$ cat src/hw/rtl/rhc_pkg.sv
// ----------------------------------------------------------------------------
// rhc_pkg
// Shared constants and types of the RGB to HSV converter pipeline.
// ----------------------------------------------------------------------------
`default_nettype none

package rhc_pkg;

   // hue is kept in 1/64 degree
   localparam int HUE_W     = 15;
   // quotient of the hue division never exceeds one sixth of a turn (3840)
   localparam int HUE_QUO_W = 12;

   localparam logic [HUE_W-1:0] HUE_SIXTH     = 15'd3840;
   localparam logic [HUE_W-1:0] HUE_GREEN_OFS = 15'd7680;
   localparam logic [HUE_W-1:0] HUE_BLUE_OFS  = 15'd15360;
   localparam logic [HUE_W-1:0] HUE_TURN      = 15'd23040;

   // channel that holds the maximum
   typedef enum logic [1:0] {
      SECTOR_RED,
      SECTOR_GREEN,
      SECTOR_BLUE
   } sector_type;

endpackage

`default_nettype wire

$ cat src/hw/rtl/rgb_to_hsv_converter_unit.sv
// ----------------------------------------------------------------------------
// rgb_to_hsv_converter_unit
// Fixed-point RGB to HSV conversion of a pixel stream, one pixel per clock while rsp_tready is high.
// ----------------------------------------------------------------------------
// Usage:
//  - req_* carries one pixel per transaction: red, green, blue in req_tdata.
//  - rsp_* returns one transaction per pixel, in order: hue (1/64 degree,
//    0..23039), saturation floor(FULL*delta/max) and value (max channel).
//  - The pipe is made of two front stages (extremes, numerators), QUO_W
//    divider stages that retire one quotient bit each for hue and
//    saturation, and one output stage, where QUO_W = max(12, CHANNEL_BITS).
//  - Throughput is one pixel per cycle while rsp_tready is high; every stage has
//    its own valid bit and ready is chained stage by stage, so bubbles collapse.
//  - When rsp_tready is low the output register holds its transaction and
//    earlier stages keep filling until the pipe is full; then req_tready
//    drops. Nothing is lost or repeated.
//  - Synchronous reset empties the pipe; no other state exists.
//  - Grey pixels (max == min) give hue 0 and saturation 0.
// ----------------------------------------------------------------------------
`default_nettype none

module rgb_to_hsv_converter_unit #(
   parameter int CHANNEL_BITS = 8
) (
   input  logic                                                     clock,
   input  logic                                                     reset,
   // req_tdata: red, green, blue (low to high), zero padded to bytes
   input  logic                                                     req_tvalid,
   output logic                                                     req_tready,
   input  logic [((3*CHANNEL_BITS+7)/8)*8-1:0]                      req_tdata,
   // rsp_tdata: hue[14:0], saturation, value (low to high), zero padded
   output logic                                                     rsp_tvalid,
   input  logic                                                     rsp_tready,
   output logic [((rhc_pkg::HUE_W+2*CHANNEL_BITS+7)/8)*8-1:0]       rsp_tdata
);
   import rhc_pkg::*;

   localparam int CB    = CHANNEL_BITS;
   localparam int QUO_W = (CB > HUE_QUO_W) ? CB : HUE_QUO_W;
   localparam int OUT_W = ((HUE_W + 2*CB + 7) / 8) * 8;

   // input field split
   logic [CB-1:0] red, green, blue;

   // front -> divider
   logic                f_valid, f_ready;
   logic [QUO_W+CB-1:0] f_hue_num, f_sat_num;
   logic [CB-1:0]       f_delta, f_value;
   logic                f_neg, f_gray;
   sector_type          f_sector;

   // divider -> back
   logic                d_valid, d_ready;
   logic [QUO_W-1:0]    d_hue_quo, d_sat_quo;
   logic                d_hue_rem_nz;
   logic [CB-1:0]       d_value;
   logic                d_neg, d_gray;
   sector_type          d_sector;

   // result fields
   logic [HUE_W-1:0]    rsp_hue;
   logic [CB-1:0]       rsp_saturation, rsp_value;

   assign red   = req_tdata[CB-1:0];
   assign green = req_tdata[2*CB-1:CB];
   assign blue  = req_tdata[3*CB-1:2*CB];

   rhc_front #(.CB(CB), .QB(QUO_W)) u_front (
      .clock    (clock),
      .reset    (reset),
      .up_valid (req_tvalid),
      .up_ready (req_tready),
      .red      (red),
      .green    (green),
      .blue     (blue),
      .dn_valid (f_valid),
      .dn_ready (f_ready),
      .hue_num  (f_hue_num),
      .sat_num  (f_sat_num),
      .delta    (f_delta),
      .value    (f_value),
      .neg      (f_neg),
      .gray     (f_gray),
      .sector   (f_sector)
   );

   rhc_divider #(.CB(CB), .QB(QUO_W)) u_divider (
      .clock      (clock),
      .reset      (reset),
      .up_valid   (f_valid),
      .up_ready   (f_ready),
      .hue_num    (f_hue_num),
      .sat_num    (f_sat_num),
      .delta      (f_delta),
      .value      (f_value),
      .neg        (f_neg),
      .gray       (f_gray),
      .sector     (f_sector),
      .dn_valid   (d_valid),
      .dn_ready   (d_ready),
      .hue_quo    (d_hue_quo),
      .hue_rem_nz (d_hue_rem_nz),
      .sat_quo    (d_sat_quo),
      .value_out  (d_value),
      .neg_out    (d_neg),
      .gray_out   (d_gray),
      .sector_out (d_sector)
   );

   rhc_back #(.CB(CB), .QB(QUO_W)) u_back (
      .clock      (clock),
      .reset      (reset),
      .up_valid   (d_valid),
      .up_ready   (d_ready),
      .hue_quo    (d_hue_quo),
      .hue_rem_nz (d_hue_rem_nz),
      .sat_quo    (d_sat_quo),
      .value      (d_value),
      .neg        (d_neg),
      .gray       (d_gray),
      .sector     (d_sector),
      .dn_valid   (rsp_tvalid),
      .dn_ready   (rsp_tready),
      .hue        (rsp_hue),
      .saturation (rsp_saturation),
      .value_out  (rsp_value)
   );

   assign rsp_tdata = OUT_W'({rsp_value, rsp_saturation, rsp_hue});

   // hue always stays below a full turn
   a_hue_range: assert property (@(posedge clock) disable iff (reset)
      rsp_tvalid |-> (rsp_hue < HUE_TURN))
      else $error("hue out of range");

   // zero saturation only for grey pixels, which carry zero hue
   a_grey_hue: assert property (@(posedge clock) disable iff (reset)
      (rsp_tvalid && rsp_saturation == '0) |-> (rsp_hue == '0))
      else $error("grey pixel with nonzero hue");

   // black pixels carry zero saturation
   a_black: assert property (@(posedge clock) disable iff (reset)
      (rsp_tvalid && rsp_value == '0) |-> (rsp_saturation == '0))
      else $error("black pixel with nonzero saturation");

   // pipe comes out of reset empty
   a_reset_empty: assert property (@(posedge clock)
      reset |=> !rsp_tvalid)
      else $error("result valid right after reset");

endmodule

`default_nettype wire

$ cat src/hw/rtl/rhc_front.sv
// ----------------------------------------------------------------------------
// rhc_front
// Two stages: max/min/sector pick, then numerators of both divisions.
// ----------------------------------------------------------------------------
`default_nettype none

module rhc_front #(
   parameter int CB = 8,
   parameter int QB = 12
) (
   input  logic                 clock,
   input  logic                 reset,
   input  logic                 up_valid,
   output logic                 up_ready,
   input  logic [CB-1:0]        red,
   input  logic [CB-1:0]        green,
   input  logic [CB-1:0]        blue,
   output logic                 dn_valid,
   input  logic                 dn_ready,
   output logic [QB+CB-1:0]     hue_num,
   output logic [QB+CB-1:0]     sat_num,
   output logic [CB-1:0]        delta,
   output logic [CB-1:0]        value,
   output logic                 neg,
   output logic                 gray,
   output rhc_pkg::sector_type  sector
);
   import rhc_pkg::*;

   localparam int NUM_W = QB + CB;
   localparam logic [CB-1:0] FULL = {CB{1'b1}};

   // stage A: extremes and signed difference
   logic                 a_valid_ff;
   sector_type           a_sector_ff, a_sector_in;
   logic signed [CB:0]   a_diff_ff, a_diff_in;
   logic [CB-1:0]        a_delta_ff, a_delta_in;
   logic [CB-1:0]        a_max_ff, a_max_in;
   logic [CB-1:0]        min_c;
   logic                 en_a;

   // stage B: division numerators
   logic                 b_valid_ff;
   logic [NUM_W-1:0]     b_hue_num_ff, b_hue_num_in;
   logic [NUM_W-1:0]     b_sat_num_ff, b_sat_num_in;
   logic [CB-1:0]        b_delta_ff, b_max_ff;
   logic                 b_neg_ff, b_neg_in;
   logic                 b_gray_ff, b_gray_in;
   sector_type           b_sector_ff;
   logic [CB:0]          abs_diff;
   logic                 en_b;

   assign en_b     = !b_valid_ff | dn_ready;
   assign en_a     = !a_valid_ff | en_b;
   assign up_ready = en_a;

   always_comb begin
      a_max_in = red;
      if (green > a_max_in) a_max_in = green;
      if (blue > a_max_in)  a_max_in = blue;
      min_c = red;
      if (green < min_c) min_c = green;
      if (blue < min_c)  min_c = blue;
      a_delta_in = a_max_in - min_c;
      // ties go to red, then green
      if (a_max_in == red) begin
         a_sector_in = SECTOR_RED;
         a_diff_in   = $signed({1'b0, green}) - $signed({1'b0, blue});
      end else if (a_max_in == green) begin
         a_sector_in = SECTOR_GREEN;
         a_diff_in   = $signed({1'b0, blue}) - $signed({1'b0, red});
      end else begin
         a_sector_in = SECTOR_BLUE;
         a_diff_in   = $signed({1'b0, red}) - $signed({1'b0, green});
      end
   end

   always_comb begin
      b_neg_in     = a_diff_ff[CB];
      abs_diff     = b_neg_in ? $unsigned(-a_diff_ff) : $unsigned(a_diff_ff);
      b_hue_num_in = NUM_W'(abs_diff) * NUM_W'(HUE_SIXTH);
      b_sat_num_in = NUM_W'(a_delta_ff) * NUM_W'(FULL);
      b_gray_in    = (a_delta_ff == '0);
   end

   always_ff @(posedge clock) begin
      if (reset) begin
         a_valid_ff <= 1'b0;
         b_valid_ff <= 1'b0;
      end else begin
         if (en_a) a_valid_ff <= up_valid;
         if (en_b) b_valid_ff <= a_valid_ff;
      end
   end

   always_ff @(posedge clock) begin
      if (en_a) begin
         a_sector_ff <= a_sector_in;
         a_diff_ff   <= a_diff_in;
         a_delta_ff  <= a_delta_in;
         a_max_ff    <= a_max_in;
      end
      if (en_b) begin
         b_hue_num_ff <= b_hue_num_in;
         b_sat_num_ff <= b_sat_num_in;
         b_delta_ff   <= a_delta_ff;
         b_max_ff     <= a_max_ff;
         b_neg_ff     <= b_neg_in;
         b_gray_ff    <= b_gray_in;
         b_sector_ff  <= a_sector_ff;
      end
   end

   assign dn_valid = b_valid_ff;
   assign hue_num  = b_hue_num_ff;
   assign sat_num  = b_sat_num_ff;
   assign delta    = b_delta_ff;
   assign value    = b_max_ff;
   assign neg      = b_neg_ff;
   assign gray     = b_gray_ff;
   assign sector   = b_sector_ff;

endmodule

`default_nettype wire

$ cat src/hw/rtl/rhc_divider.sv
// ----------------------------------------------------------------------------
// rhc_divider
// Pipelined restoring divider, one quotient bit per stage, two lanes
// (hue and saturation) stepping in lockstep.
// ----------------------------------------------------------------------------
`default_nettype none

module rhc_divider #(
   parameter int CB = 8,
   parameter int QB = 12
) (
   input  logic                 clock,
   input  logic                 reset,
   input  logic                 up_valid,
   output logic                 up_ready,
   input  logic [QB+CB-1:0]     hue_num,
   input  logic [QB+CB-1:0]     sat_num,
   input  logic [CB-1:0]        delta,
   input  logic [CB-1:0]        value,
   input  logic                 neg,
   input  logic                 gray,
   input  rhc_pkg::sector_type  sector,
   output logic                 dn_valid,
   input  logic                 dn_ready,
   output logic [QB-1:0]        hue_quo,
   output logic                 hue_rem_nz,
   output logic [QB-1:0]        sat_quo,
   output logic [CB-1:0]        value_out,
   output logic                 neg_out,
   output logic                 gray_out,
   output rhc_pkg::sector_type  sector_out
);
   import rhc_pkg::*;

   // one restoring step: returns {quotient bit, new remainder}
   function automatic logic [CB:0] div_step(input logic [CB-1:0] rem,
                                            input logic          nbit,
                                            input logic [CB-1:0] den);
      logic [CB:0] t;
      logic [CB:0] d;
      logic [CB:0] s;
      t = {rem, nbit};
      d = {1'b0, den};
      s = t - d;
      if (t >= d) begin
         return {1'b1, s[CB-1:0]};
      end
      return {1'b0, t[CB-1:0]};
   endfunction

   logic [QB:1]   v_ff;
   logic [QB:1]   en;
   logic [CB-1:0] rh_ff [1:QB];
   logic [CB-1:0] rs_ff [1:QB];
   logic [QB-1:0] qh_ff [1:QB];
   logic [QB-1:0] qs_ff [1:QB];
   logic [CB-1:0] dh_ff [1:QB];
   logic [CB-1:0] ds_ff [1:QB];
   logic          neg_ff  [1:QB];
   logic          gray_ff [1:QB];
   sector_type    sec_ff  [1:QB];

   assign up_ready = en[1];

   for (genvar k = 0; k < QB; k++) begin : g_stage
      logic          v_src;
      logic [CB-1:0] rh_src, rs_src, dh_src, ds_src;
      logic [QB-1:0] qh_src, qs_src;
      logic          neg_src, gray_src;
      sector_type    sec_src;
      logic [CB:0]   step_h, step_s;

      if (k == 0) begin : g_first
         assign v_src    = up_valid;
         assign rh_src   = hue_num[QB+CB-1:QB];
         assign qh_src   = hue_num[QB-1:0];
         assign rs_src   = sat_num[QB+CB-1:QB];
         assign qs_src   = sat_num[QB-1:0];
         assign dh_src   = delta;
         assign ds_src   = value;
         assign neg_src  = neg;
         assign gray_src = gray;
         assign sec_src  = sector;
      end else begin : g_next
         assign v_src    = v_ff[k];
         assign rh_src   = rh_ff[k];
         assign qh_src   = qh_ff[k];
         assign rs_src   = rs_ff[k];
         assign qs_src   = qs_ff[k];
         assign dh_src   = dh_ff[k];
         assign ds_src   = ds_ff[k];
         assign neg_src  = neg_ff[k];
         assign gray_src = gray_ff[k];
         assign sec_src  = sec_ff[k];
      end

      if (k == QB - 1) begin : g_last_en
         assign en[k+1] = !v_ff[k+1] | dn_ready;
      end else begin : g_mid_en
         assign en[k+1] = !v_ff[k+1] | en[k+2];
      end

      assign step_h = div_step(rh_src, qh_src[QB-1], dh_src);
      assign step_s = div_step(rs_src, qs_src[QB-1], ds_src);

      always_ff @(posedge clock) begin
         if (reset) begin
            v_ff[k+1] <= 1'b0;
         end else if (en[k+1]) begin
            v_ff[k+1] <= v_src;
         end
      end

      always_ff @(posedge clock) begin
         if (en[k+1]) begin
            rh_ff[k+1]   <= step_h[CB-1:0];
            qh_ff[k+1]   <= {qh_src[QB-2:0], step_h[CB]};
            rs_ff[k+1]   <= step_s[CB-1:0];
            qs_ff[k+1]   <= {qs_src[QB-2:0], step_s[CB]};
            dh_ff[k+1]   <= dh_src;
            ds_ff[k+1]   <= ds_src;
            neg_ff[k+1]  <= neg_src;
            gray_ff[k+1] <= gray_src;
            sec_ff[k+1]  <= sec_src;
         end
      end
   end

   assign dn_valid   = v_ff[QB];
   assign hue_quo    = qh_ff[QB];
   assign hue_rem_nz = (rh_ff[QB] != '0);
   assign sat_quo    = qs_ff[QB];
   assign value_out  = ds_ff[QB];
   assign neg_out    = neg_ff[QB];
   assign gray_out   = gray_ff[QB];
   assign sector_out = sec_ff[QB];

endmodule

`default_nettype wire

$ cat src/hw/rtl/rhc_back.sv
// ----------------------------------------------------------------------------
// rhc_back
// Sector offset and floor correction of hue, grey masking, output register.
// ----------------------------------------------------------------------------
`default_nettype none

module rhc_back #(
   parameter int CB = 8,
   parameter int QB = 12
) (
   input  logic                       clock,
   input  logic                       reset,
   input  logic                       up_valid,
   output logic                       up_ready,
   input  logic [QB-1:0]              hue_quo,
   input  logic                       hue_rem_nz,
   input  logic [QB-1:0]              sat_quo,
   input  logic [CB-1:0]              value,
   input  logic                       neg,
   input  logic                       gray,
   input  rhc_pkg::sector_type        sector,
   output logic                       dn_valid,
   input  logic                       dn_ready,
   output logic [rhc_pkg::HUE_W-1:0]  hue,
   output logic [CB-1:0]              saturation,
   output logic [CB-1:0]              value_out
);
   import rhc_pkg::*;

   logic               o_valid_ff;
   logic [HUE_W-1:0]   hue_ff, hue_in;
   logic [CB-1:0]      sat_ff, sat_in;
   logic [CB-1:0]      value_ff;
   logic [HUE_W:0]     base, quo, rnd, hue_sum;
   logic               en;

   assign en       = !o_valid_ff | dn_ready;
   assign up_ready = en;

   always_comb begin
      case (sector)
         SECTOR_RED:   base = neg ? {1'b0, HUE_TURN} : '0;
         SECTOR_GREEN: base = {1'b0, HUE_GREEN_OFS};
         SECTOR_BLUE:  base = {1'b0, HUE_BLUE_OFS};
         default:      base = '0;
      endcase
      quo = (HUE_W+1)'(hue_quo[HUE_QUO_W-1:0]);
      rnd = (HUE_W+1)'(hue_rem_nz);
      // negative difference: floor is minus the ceiling of the magnitude
      hue_sum = neg ? (base - quo - rnd) : (base + quo);
      hue_in  = gray ? '0 : hue_sum[HUE_W-1:0];
      sat_in  = gray ? '0 : sat_quo[CB-1:0];
   end

   always_ff @(posedge clock) begin
      if (reset) begin
         o_valid_ff <= 1'b0;
      end else if (en) begin
         o_valid_ff <= up_valid;
      end
   end

   always_ff @(posedge clock) begin
      if (en) begin
         hue_ff   <= hue_in;
         sat_ff   <= sat_in;
         value_ff <= value;
      end
   end

   assign dn_valid   = o_valid_ff;
   assign hue        = hue_ff;
   assign saturation = sat_ff;
   assign value_out  = value_ff;

endmodule

`default_nettype wire

$ cat config.mk
export PLATFORM = sky130hd
export DESIGN_NAME = rgb_to_hsv_converter_unit
export DESIGN_NICKNAME = d
export VERILOG_FILES = /design/src/hw/rtl/rhc_pkg.sv /design/src/hw/rtl/rgb_to_hsv_converter_unit.sv /design/src/hw/rtl/rhc_front.sv /design/src/hw/rtl/rhc_divider.sv /design/src/hw/rtl/rhc_back.sv
export SDC_FILE = /design/constraint.sdc
export NUM_CORES = 1
export LEC_CHECK = 0
export ABC_CLOCK_PERIOD_IN_PS = 6300
export CORE_MARGIN = 2
export CORE_UTILIZATION = 58
export CTS_CLUSTER_SIZE = 40
export DETAILED_ROUTE_END_ITERATION = 8
export DONT_BUFFER_PORTS = 1
export GPL_TIMING_DRIVEN = 1
export PLACE_DENSITY = 0.86
export SYNTH_ARGS = -nofsm -noshare
export SYNTH_HDL_FRONTEND = slang
export SYNTH_SLANG_ARGS = --single-unit
$ cat constraint.sdc
create_clock -name clock -period 6.3 [get_ports clock]
set_input_delay 0.63 -clock clock [delete_from_list [all_inputs] [get_ports clock]]
set_output_delay 0.63 -clock clock [all_outputs]
set_load 0.03 [all_outputs]
==> results by group, run 1 <==
Outcome
  – Status: complete, no violations

Logic synthesis
  – Post-Syn Area per Cell: about 12 µm²
  – Mapped Nets: between 3000 and 4000
  – Dominant synthesized flop cell: edfxtp_1
  – Netlist Area Pre-Place: ~0.037 mm²
  – Synthesis-stage register bit count: roughly 700
  – Syn. warnings: 0
  – Netlist cell types: around 80
  – Async SR Flop Fraction: 0%
  – Syn Inst Count: roughly 3000
  – Register area share after synthesis: ~57%
  – Number of flops mapped to enable cells by yosys: 696

Global routing
  – Initial antenna violation count: 0
  – Number of global-route vias before repair: 23600
  – Maximum number of pins on one net before global-route repair: 55
  – GRT overflow: 0
  – Tot GR Track Use: between 20% and 30%
  – First-pass GRT wire length: roughly 110000 µm

Drt
  – Antenna-violating nets left: 0
  – Initial DRT Pass Iterations: 5
  – Routed wire length: 69800 µm
  – Via count: 22300
  – Vias/cell: about 5.6
  – Drt wl/cell: between 15 and 20 µm
  – DR DRC count: 0
  – Detailed Route Iter0 Violations: about 1600

CTS
  – Num CTS Buffers: 73
  – CTS sink count: 711
  – Skew-Pair Late Insertion Delay: around 0.61 ns
  – CTS resizes: 0
  – CTS Buffer Depth: 3
  – H-tree depth: 3
  – Post-CTS Setup Inserts: 0
  – Clock Pin Slew Worst Setup and Hold Paths: around 0.060 ns
  – CTS tree: yes
  – Clock Tree Root: clkbuf_16
  – Post-CTS Hold Buffers: 0

Timing
  – Worst slew pin tran: about 1.3 ns
  – Clock Skew: roughly 0.023 ns
  – Final hold slack: about 0.084 ns
  – RSZ-0062 raised after global routing: no
  – Fmax: 177 MHz
  – Final setup viols: 0
  – Final hold violations: 0
  – Slew headroom: around 16%
  – Setup TNS: 0 ns
  – Max-slew violations: 0
  – Fin crit share: between 80% and 90%
  – Fin crit period: roughly 5.6 ns
  – Final setup margin: about 0.65 ns

Critical path
  – Startpoint types: flip-flop
  – Critical setup path kind: reg -> out
  – Worst path required time: roughly 5.7 ns
  – CP max FO: 52
  – Critical path capture point type: output port
  – CP arrival: approximately 5 ns

Floorplan
  – Chip Width: 257 µm
  – Starting Density: 58.7%
  – Row cnt: 92
  – DIE AREA: ~0.066 mm²
  – Core Area: about 0.063 mm²
  – Top Ports: 62
  – Die H: ~260 µm

Final layout
  – Footprint of the multi-input gates: 0.0139 mm²
  – Fillers: roughly 4300
  – Register area: around 0.021 mm²
  – Nets: ~3500
  – Layout cell share with drive strength beyond 1: slightly below 6%
  – Layout overhead on the synthesized area: 9.23%
  – Final Non-Filler Cells: 3944
  – Diodes inserted: 0

Place
  – Routability cong.: between 0.9 and 1
  – Post-DP HPWL: 48600 µm
  – Placed Cells: roughly 3800
  – Buffers added on ports: 0
  – DP Worst Slack: 0.418 ns

Job
  – Max Cap Violations: 0

Hold path
  – HP Class: in -> reg
==> state kept, by name, summed over array words and instances (netlist names), 12 cells and up <==
| register | flops |
|---|---|
| u_divider.ds_ff | 96 |
| u_divider.rh_ff | 96 |
| u_divider.qs_ff | 93 |
| u_divider.rs_ff | 88 |
| u_divider.dh_ff | 86 |
| u_divider.qh_ff | 84 |
| u_divider.sec_ff | 24 |
| u_back.hue | 15 |
| u_front.sat_num | 15 |
| u_divider.gray_ff | 12 |
| u_divider.neg_ff | 12 |
| u_front.hue_num | 12 |
==> critical path: stages (launching register included) <==
cell and delay, ns:
dfxtp_1 0.52, nor2b_1 0.44, and2_1 0.23, inv_1 0.05, buf_4 0.29, nor2_1 0.26
and2_1 0.34, inv_4 0.31, nor2_1 0.30, and2_1 0.31, nand3_2 0.12, buf_4 0.35
nor2_1 0.43, nand3_2 0.11, buf_4 0.30
==> cell usage in the layout, fill, tap and decap left out, types with 12 or more instances in the layout <==
master / netlist / layout
o31ai_1: 41 / 41
mux2_2: 13 / 13
nor2b_1: 74 / 74
a21o_1: 48 / 48
clkinv_2: 0 / 16
nor3_1: 12 / 12
nand2_1: 162 / 158
dfxtp_1: 15 / 15
nand3_1: 23 / 20
nor2_1: 126 / 126
mux2i_1: 39 / 39
nand4_1: 43 / 43
and3_1: 33 / 33
o21bai_1: 25 / 25
ha_1: 311 / 311
clkinv_1: 0 / 13
fa_1: 72 / 72
o21ai_0: 232 / 232
o211a_1: 19 / 19
a21oi_1: 144 / 144
xor2_1: 64 / 64
edfxtp_1: 696 / 696
a31oi_1: 12 / 12
inv_1: 475 / 470
nand2b_1: 38 / 38
clkbuf_1: 33 / 12
a21boi_0: 14 / 14
buf_4: 1 / 17
or4_1: 27 / 27
xnor2_1: 80 / 80
clkbuf_16: 0 / 75
==> layer usage <==
layer,part of all wire (%),vias up,track usage (%)
met3,4.4,167,3.45
met4,3.5,0,8.83
met5,0,-,0
met1,36,10800,22.4
li1,-,10700,-
met2,56,601,42.1
==> final timing paths <==
path	startpoint	end	slack, ns	depth (start not counted)
worst min register to register	u_divider.gray_ff[0][5]	u_divider.gray_ff[0][6]	0.40	0
worst max-delay path	u_back.dn_valid	req_tready	0.65	14
worst max register to register	u_back.dn_valid	u_front.value[0]	1.06	13
worst min-delay path	reset	u_front.a_valid_ff	0.08	1
==> Yosys cell counts (19+ instances only) <==
cell type / number / area, µm²
nand2_1: 162 / 608
o21ai_0: 232 / 1160
and3_1: 33 / 206
mux2i_1: 39 / 390
xnor2_1: 80 / 701
nand4_1: 43 / 269
a21oi_1: 144 / 721
clkbuf_1: 33 / 124
nand2b_1: 38 / 238
edfxtp_1: 696 / 20900
a21o_1: 48 / 360
fa_1: 72 / 1440
o211a_1: 19 / 190
or4_1: 27 / 203
nor2_1: 126 / 473
ha_1: 311 / 3890
o31ai_1: 41 / 308
nor2b_1: 74 / 463
o21bai_1: 25 / 188
inv_1: 475 / 1780
xor2_1: 64 / 561
nand3_1: 23 / 115
==> cell families (layout without fill, tap and decap cells) <==
logic type	count (synthesis)	after routing	synth area share [%]
other	1	1	0.0101
flip-flops	711	711	57.3
AND/OR/NAND/NOR	582	582	8.06
multiplexers	53	53	1.51
buffers and inverters	515	625	5.28
AO/OA/AOI/OAI	597	597	9.95
adder cells (fa/ha/maj)	384	384	14.4
XOR/XNOR	145	145	3.45
==> area by class of cell <==
type | instances | share of cell area (%)
Sequential cell | 711 | 52.5
Multi-Input combinational cell | 1762 | 34.3
Clock buffer | 88 | 4.79
Inverter | 476 | 4.43
Tap cell | 846 | 2.62
Clock inverter | 44 | 1.07
Timing Repair Buffer | 17 | 0.316
==> per-stage QoR <==
| stage | util (%) | instance area [µm²] |
|---|---|---|
| floorplan | - | 37000 |
| global placement | 60.3 | 38000 |
| detailed placement | 60.3 | 38000 |
| CTS | 64.1 | 40400 |
| global route | 64.1 | 40400 |
| finish | 64.1 | 40400 |
Power of run 1 is left out: the tool's default activity adds up to more than one toggle a clock period on the data nets, which glitch-free logic cannot reach.
==> run 2, diff against run 1 <==
- REMOVE_ABC_BUFFERS: unset -> 1
==> run 2 against run 1 <==
  * Core utilization is 0.12 points lower
  * Cell count fell by 0.13%
  * Non-clock buffer count grew 2
  * Critical path depth stayed put
  * Sequential share of layout area is 0.10 points higher
  * Flip-flop and latch count did not move
  * Final area decreased by 0.20%
==> results by group, run 2 (synthesis gave the netlist of run 1 again) <==
CTS
  – Post-CTS Hold Buffers: 0 (unchanged)
  – CTS sink count: 711 (unchanged)
  – Post-CTS Setup Inserts: 0 (unchanged)
  – CTS Buffer Depth: 3 (unchanged)
  – Num CTS Buffers: 72 (was 73)
  – H-tree depth: 3 (unchanged)
  – Clock Pin Slew Worst Setup and Hold Paths: 0.06 ns (about the same)
  – CTS tree: yes (unchanged)
  – Clock Tree Root: clkbuf_16 (unchanged)
  – Skew-Pair Late Insertion Delay: 0.60 ns (was 0.61 ns)

Critical path
  – CP max FO: 52 (unchanged)
  – Worst path required time: 5.67 ns (about the same)
  – Worst reg2reg path startpoint: u_front.a_delta_ff[3] (was u_back.dn_valid)
  – Critical setup path kind: reg -> out (unchanged)
  – FF-to-FF setup slack: 1.22 ns (was 1.06 ns)
  – R2R Path End: u_front.sat_num[15] (was u_front.value[0])
  – CP arrival: 5.18 ns (was 5.02 ns)
  – Startpoint types: flip-flop (unchanged)
  – Critical path capture point type: output port (unchanged)
  – R2R cell count: 17 (was 13)

Outcome
  – Status: complete, no violations (unchanged)

Drt
  – Via count: 22400 (was 22300)
  – Routed wire length: 70300 µm (was 69800 µm)
  – Antenna-violating nets left: 0 (unchanged)
  – Detailed Route Iter0 Violations: 1570 (was 1556)
  – DR DRC count: 0 (unchanged)
  – Drt wl/cell: 17.8 µm (was 17.7 µm)
  – Vias/cell: 5.68 (was 5.65)
  – Initial DRT Pass Iterations: 8 (was 5)

Global routing
  – First-pass GRT wire length: 116000 µm (was 115000 µm)
  – Tot GR Track Use: 21.7% (was 21.5%)
  – Maximum number of pins on one net before global-route repair: 55 (unchanged)
  – Number of global-route vias before repair: 23500 (was 23600)
  – GRT overflow: 0 (unchanged)
  – Initial antenna violation count: 0 (unchanged)

Timing
  – Fmax: 172 MHz (was 177 MHz)
  – Clock Skew: 0.0288 ns (was 0.0230 ns)
  – Worst slew pin tran: 1.23 ns (was 1.26 ns)
  – Fin crit period: 5.81 ns (was 5.65 ns)
  – Fin crit share: 92.2% (was 89.6%)
  – Final setup viols: 0 (unchanged)
  – Final hold violations: 0 (unchanged)
  – RSZ-0062 raised after global routing: no (unchanged)
  – Max-slew violations: 0 (unchanged)
  – Slew headroom: 17.5% (was 15.8%)

Final layout
  – Fillers: 4252 (was 4326)
  – Layout overhead on the synthesized area: 9.02% (was 9.23%)
  – Diodes inserted: 0 (unchanged)
  – Nets: 3453 (was 3452)
  – Register area: 0.0212 mm² (unchanged)
  – Footprint of the multi-input gates: 0.0139 mm² (about the same)
  – Final core occ: 63.9% (was 64.1%)
  – Top Registers: u_divider.ds_ff (96), u_divider.rh_ff (96), u_divider.qs_ff (93) (unchanged)
  – Layout cell share with drive strength beyond 1: 5.66% (was 5.87%)
  – Commonest non-fill, non-tap cells in the layout: 696 x edfxtp_1, 470 x inv_1, 311 x ha_1, 232 x o21ai_0, 158 x nand2_1 (unchanged)
  – Commonest non-fill, non-tap cell in the layout: edfxtp_1 (unchanged)

Place
  – Post-DP HPWL: 48400 µm (was 48600 µm)
  – Buffers added on ports: 0 (unchanged)
  – Routability cong.: 0.897 (was 0.905)

Hold path
  – HP Start: reset (unchanged)
  – HP Class: in -> reg (unchanged)
  – WHS Path Cells: 1 (unchanged)
  – Worst Hold End: u_divider.dn_valid (was u_front.a_valid_ff)

Floorplan
  – Row cnt: 92 (unchanged)
  – Starting Density: 58.7% (unchanged)
  – Chip Width: 257 µm (unchanged)
  – Top Ports: 62 (unchanged)
  – Die H: 257 µm (unchanged)
  – DIE AREA: 0.0658 mm² (unchanged)
  – Core Area: 0.0631 mm² (unchanged)

Job
  – Max Cap Violations: 0 (unchanged)
## run 2: changes by cell type in the layout (fill, tap and decap cells not counted), sizes merged
cell	before	now
clkinv	31	23
inv	480	476
buf	17	19
clkinvlp	1	4
clkbuf	88	91
bufinv	8	7
## run 2: how the worst max path moves through the flow
stage	from	end	slack, ns	depth (start not counted)
CTS	u_back.dn_valid	req_tready	0.08	14
detailed placement	req_tdata[15]	u_front.a_delta_ff[6]	0.17	20
finish	u_back.dn_valid	req_tready	0.49	14
global route	u_back.dn_valid	req_tready	0.09	14
global placement	req_tdata[15]	u_front.a_delta_ff[6]	0.24	21
floorplan	rsp_tready	req_tready	-0.25	11
## run 2: area by class of cell
cell class / count / share of cell area, %
Tap cell: 846 / 2.62
Timing Repair Buffer: 19 / 0.354
Multi-Input combinational cell: 1762 / 34.4
Clock buffer: 91 / 4.72
Clock inverter: 34 / 0.915
Inverter: 476 / 4.44
Sequential cell: 711 / 52.6
## run 2: worst max-delay path, stage by stage, from the launching register on
cell,delay [ns]
dfxtp_1,0.54
nor2b_1,0.35
and2_1,0.20
inv_1,0.05
buf_4,0.29
nor2_1,0.27
and2_1,0.39
inv_4,0.32
nor2_1,0.27
and2_1,0.32
nand3_2,0.12
buf_4,0.34
nor2_2,0.32
nand3_2,0.36
buf_4,0.37
## run 2: layer usage
layer / global-route usage, % / routed length [µm] / vias to the layer above
met1: 22.8 / 25800 / 10800
met3: 3.34 / 2970 / 199
met2: 42.3 / 38700 / 638
li1: - / - / 10700
met4: 9.61 / 2830 / 0
met5: 0 / 0 / -
## run 2: through the flow
stage	hold WS, ns	instance area [µm²]	std cells	setup TNS [ns]	worst slack (ns)
2_1_floorplan	0.400	36800	2949	-21.08	-0.253
3_3_place_gp	0.400	38100	3814	0	0.238
3_5_place_dp	0.405	38100	3814	0	0.170
4_1_cts	0.0662	40300	3939	0	0.0809
5_1_grt	0.0732	40300	3939	0	0.0938
6_report	0.106	40300	3939	0	0.492
## run 2: timing repair
| item | 4_1_cts | 5_1_grt |
|---|---|---|
| endpoints found under the hold margin | 0 | 0 |
| setup endpoints to repair | 0 | 1 |
| gates resized for setup | 0 | 3 |
Power of run 2 is left out for the same reason.
==> run 3, diff against run 2 <==
- ABC_AREA: unset -> 1
- CORE_ASPECT_RATIO: unset -> 0.7
- SKIP_CTS_REPAIR_TIMING: unset -> 1
==> run 3 against run 2 <==
  * Routed wire length up 2.9%
  * Register-to-register slack better by 0.31 ns
  * Final area down 0.45%
  * Fmax up 9.0%
  * Setup slack better by 0.48 ns
  * Clock-buffer cell count down 13
  * Critical path depth up 11
  * Hold slack worse by 0.034 ns
  * Core utilization down 0.31 points
==> results by group, run 3 <==
Outcome
  – Status: complete, no violations (unchanged)

Floorplan
  – Core Area: 0.0631 mm² (about the same)
  – DIE AREA: 0.0658 mm² (about the same)
  – Chip Width: 306 µm (was 257 µm)
  – Row cnt: 77 (was 92)
  – Top Ports: 62 (unchanged)
  – Die H: 215 µm (was 257 µm)
  – Starting Density: 58.6% (was 58.7%)

CTS
  – Clock Tree Root: clkbuf_16 (unchanged)
  – Clock Pin Slew Worst Setup and Hold Paths: 0.07 ns (was 0.06 ns)
  – CTS tree: yes (unchanged)
  – H-tree depth: 3 (unchanged)
  – CTS Buffer Depth: 3 (unchanged)
  – CTS sink count: 711 (unchanged)
  – Num CTS Buffers: 66 (was 72)
  – Skew-Pair Late Insertion Delay: 0.61 ns (was 0.60 ns)

Drt
  – Vias/cell: 5.55 (was 5.68)
  – Drt wl/cell: 17.2 µm (was 17.8 µm)
  – DR DRC count: 0 (unchanged)
  – Initial DRT Pass Iterations: 6 (was 8)
  – Via count: 23400 (was 22400)
  – Routed wire length: 72300 µm (was 70300 µm)
  – Detailed Route Iter0 Violations: 2204 (was 1570)
  – Antenna-violating nets left: 0 (unchanged)

Critical path
  – Worst reg2reg path startpoint: u_front.a_delta_ff[2] (was u_front.a_delta_ff[3])
  – CP most frequent cell: inv_2
  – R2R Path End: u_front.sat_num[15] (unchanged)
  – Critical setup path kind: reg -> out (unchanged)
  – FF-to-FF setup slack: 1.53 ns (was 1.22 ns)
  – CP max-delay cell: dfxtp_1 (unchanged)
  – Setup crit start: u_back.dn_valid (unchanged)
  – Startpoint types: flip-flop (unchanged)
  – CP max FO: 52 (unchanged)
  – Worst path required time: 5.67 ns (about the same)
  – CP arrival: 4.70 ns (was 5.18 ns)
  – End of the critical path: req_tready (unchanged)
  – Largest stage delay on the critical path: 0.51 ns (was 0.54 ns)
  – Critical path capture point type: output port (unchanged)
  – R2R cell count: 20 (was 17)

Logic synthesis
  – Leading area contributor after synthesis: edfxtp_1 (unchanged)
  – Count leader, synth: edfxtp_1 (unchanged)
  – Main area contributors after synthesis: edfxtp_1 57%, ha_1 11%, inv_1 5.9%, a21oi_1 4.0%, fa_1 3.9% (was edfxtp_1 56%, ha_1 11%, inv_1 4.8%, fa_1 3.9%, o21ai_0 3.1%)
  – Post-Syn Area per Cell: 11.2 µm² (was 12.4 µm²)
  – Netlist cell types: 52 (was 82)
  – Register area share after synthesis: 57.4% (was 57.3%)
  – Dominant synthesized flop cell: edfxtp_1 (unchanged)
  – Commonest cells in the synthesized netlist: 696 x edfxtp_1, 581 x inv_1, 360 x nand2_1 (was 696 x edfxtp_1, 475 x inv_1, 311 x ha_1)
  – Netlist Area Pre-Place: 0.0370 mm² (about the same)
  – Syn. warnings: 0 (unchanged)
  – Synthesis-stage register bit count: 711 (unchanged)
  – Syn Inst Count: 3285 (was 2988)
  – Synth top area share: 56.6% (was 56.5%)
  – Number of flops mapped to enable cells by yosys: 696 (unchanged)
  – Async SR Flop Fraction: 0% (unchanged)

Job
  – Max Cap Violations: 0 (unchanged)

Timing
  – Final hold violations: 0 (unchanged)
  – Worst slew pin tran: 0.898 ns (was 1.23 ns)
  – Slew headroom: 40.2% (was 17.5%)
  – Fmax: 188 MHz (was 172 MHz)
  – Fin crit share: 84.6% (was 92.2%)
  – RSZ-0062 raised after global routing: no (unchanged)
  – Clock Skew: 0.0324 ns (was 0.0288 ns)
  – Fin crit period: 5.33 ns (was 5.81 ns)
  – Max-slew violations: 0 (unchanged)
  – Final setup viols: 0 (unchanged)

Global routing
  – Tot GR Track Use: 22.4% (was 21.7%)
  – GRT overflow: 0 (unchanged)
  – Maximum number of pins on one net before global-route repair: 56 (was 55)
  – Number of global-route vias before repair: 23200 (was 23500)
  – Initial antenna violation count: 1 (was 0)
  – First-pass GRT wire length: 118000 µm (was 116000 µm)

Final layout
  – Nets: 3741 (was 3453)
  – Layout cell share with drive strength beyond 1: 4.83% (was 5.66%)
  – Fillers: 4429 (was 4252)
  – Diodes inserted: 0 (unchanged)
  – Register area: 0.0212 mm² (unchanged)
  – Commonest non-fill, non-tap cell in the layout: edfxtp_1 (unchanged)
  – Top Registers: u_divider.ds_ff (96), u_divider.rh_ff (96), u_divider.qs_ff (93) (unchanged)
  – Commonest non-fill, non-tap cells in the layout: 696 x edfxtp_1, 577 x inv_1, 358 x nand2_1, 311 x ha_1, 296 x a21oi_1 (was 696 x edfxtp_1, 470 x inv_1, 311 x ha_1, 232 x o21ai_0, 158 x nand2_1)
  – Layout overhead on the synthesized area: 8.67% (was 9.02%)
  – Footprint of the multi-input gates: 0.0134 mm² (was 0.0139 mm²)
  – Final instance area: 0.0402 mm² (was 0.0403 mm²)

Hold path
  – HP Class: in -> reg (unchanged)

Place
  – Buffers added on ports: 0 (unchanged)
  – Routability cong.: 0.973 (was 0.897)
  – Post-DP HPWL: 52100 µm (was 48400 µm)
  – Post-DP Area: 0.0379 mm² (was 0.0381 mm²)
## run 3: how the worst min path moves through the flow
stage / from / end / depth (start not counted)
3_3_place_gp: u_divider.ds_ff[12][5] / u_back.value_out[5] / 0
2_1_floorplan: u_divider.ds_ff[12][0] / u_back.value_out[0] / 0
3_5_place_dp: u_front.hue_num[8] / u_divider.qh_ff[0][21] / 0
4_1_cts: reset / u_divider.g_stage[11].v_src / 1
6_report: reset / u_divider.g_stage[11].v_src / 1
5_1_grt: reset / u_back.dn_valid / 1
## run 3: kinds of logic (layout without fill, tap and decap cells)
| kind of cell | after synthesis | count (layout) | share of synthesized area (%) |
|---|---|---|---|
| AOI/OAI and AO/OA | 529 | 529 | 7.65 |
| adders and majority gates | 383 | 383 | 14.4 |
| and+or+nand+nor | 865 | 865 | 10.1 |
| buffers and inverters | 628 | 720 | 6.47 |
| other | 1 | 1 | 0.0101 |
| xor gates and xnor gates | 168 | 168 | 3.98 |
| DFF | 711 | 711 | 57.4 |
## run 3: metrics by stage
step | setup TNS [ns] | utilization, % | worst slack [ns] | hold slack [ns] | std cells
after floorplan | -775.12 | - | -3.72 | 0.400 | 3247
after global placement | 0 | 60.1 | 1.33 | 0.400 | 4091
after detailed placement | 0 | 60.1 | 1.31 | 0.405 | 4091
after CTS | 0 | 63.6 | 0.882 | 0.0425 | 4206
after global routing | 0 | 63.6 | 0.435 | 0.0466 | 4206
final | 0 | 63.6 | 0.969 | 0.0718 | 4206
## run 3: routing by layer
layer	track usage [%]	wire, µm
met1	30.9	31600
met2	36.7	33800
met3	4.56	5260
met4	5.65	1630
met5	0	0
## run 3: layout make-up
| class | count | area share [%] |
|---|---|---|
| Clock inverter | 37 | 1.22 |
| Multi-Input combinational cell | 1946 | 33.3 |
| Clock buffer | 78 | 4.33 |
| Timing Repair Buffer | 15 | 0.280 |
| Tap cell | 829 | 2.58 |
| Inverter | 590 | 5.52 |
| Sequential cell | 711 | 52.8 |
## run 3: worst max-delay path, delay by kind of cell (launching register included)
family	cells	cell delay, ns
AND/OR/NAND/NOR	15	1.97
flip-flops	1	0.51
buffers and inverters	10	1.58
Power of run 3 is left out for the same reason.
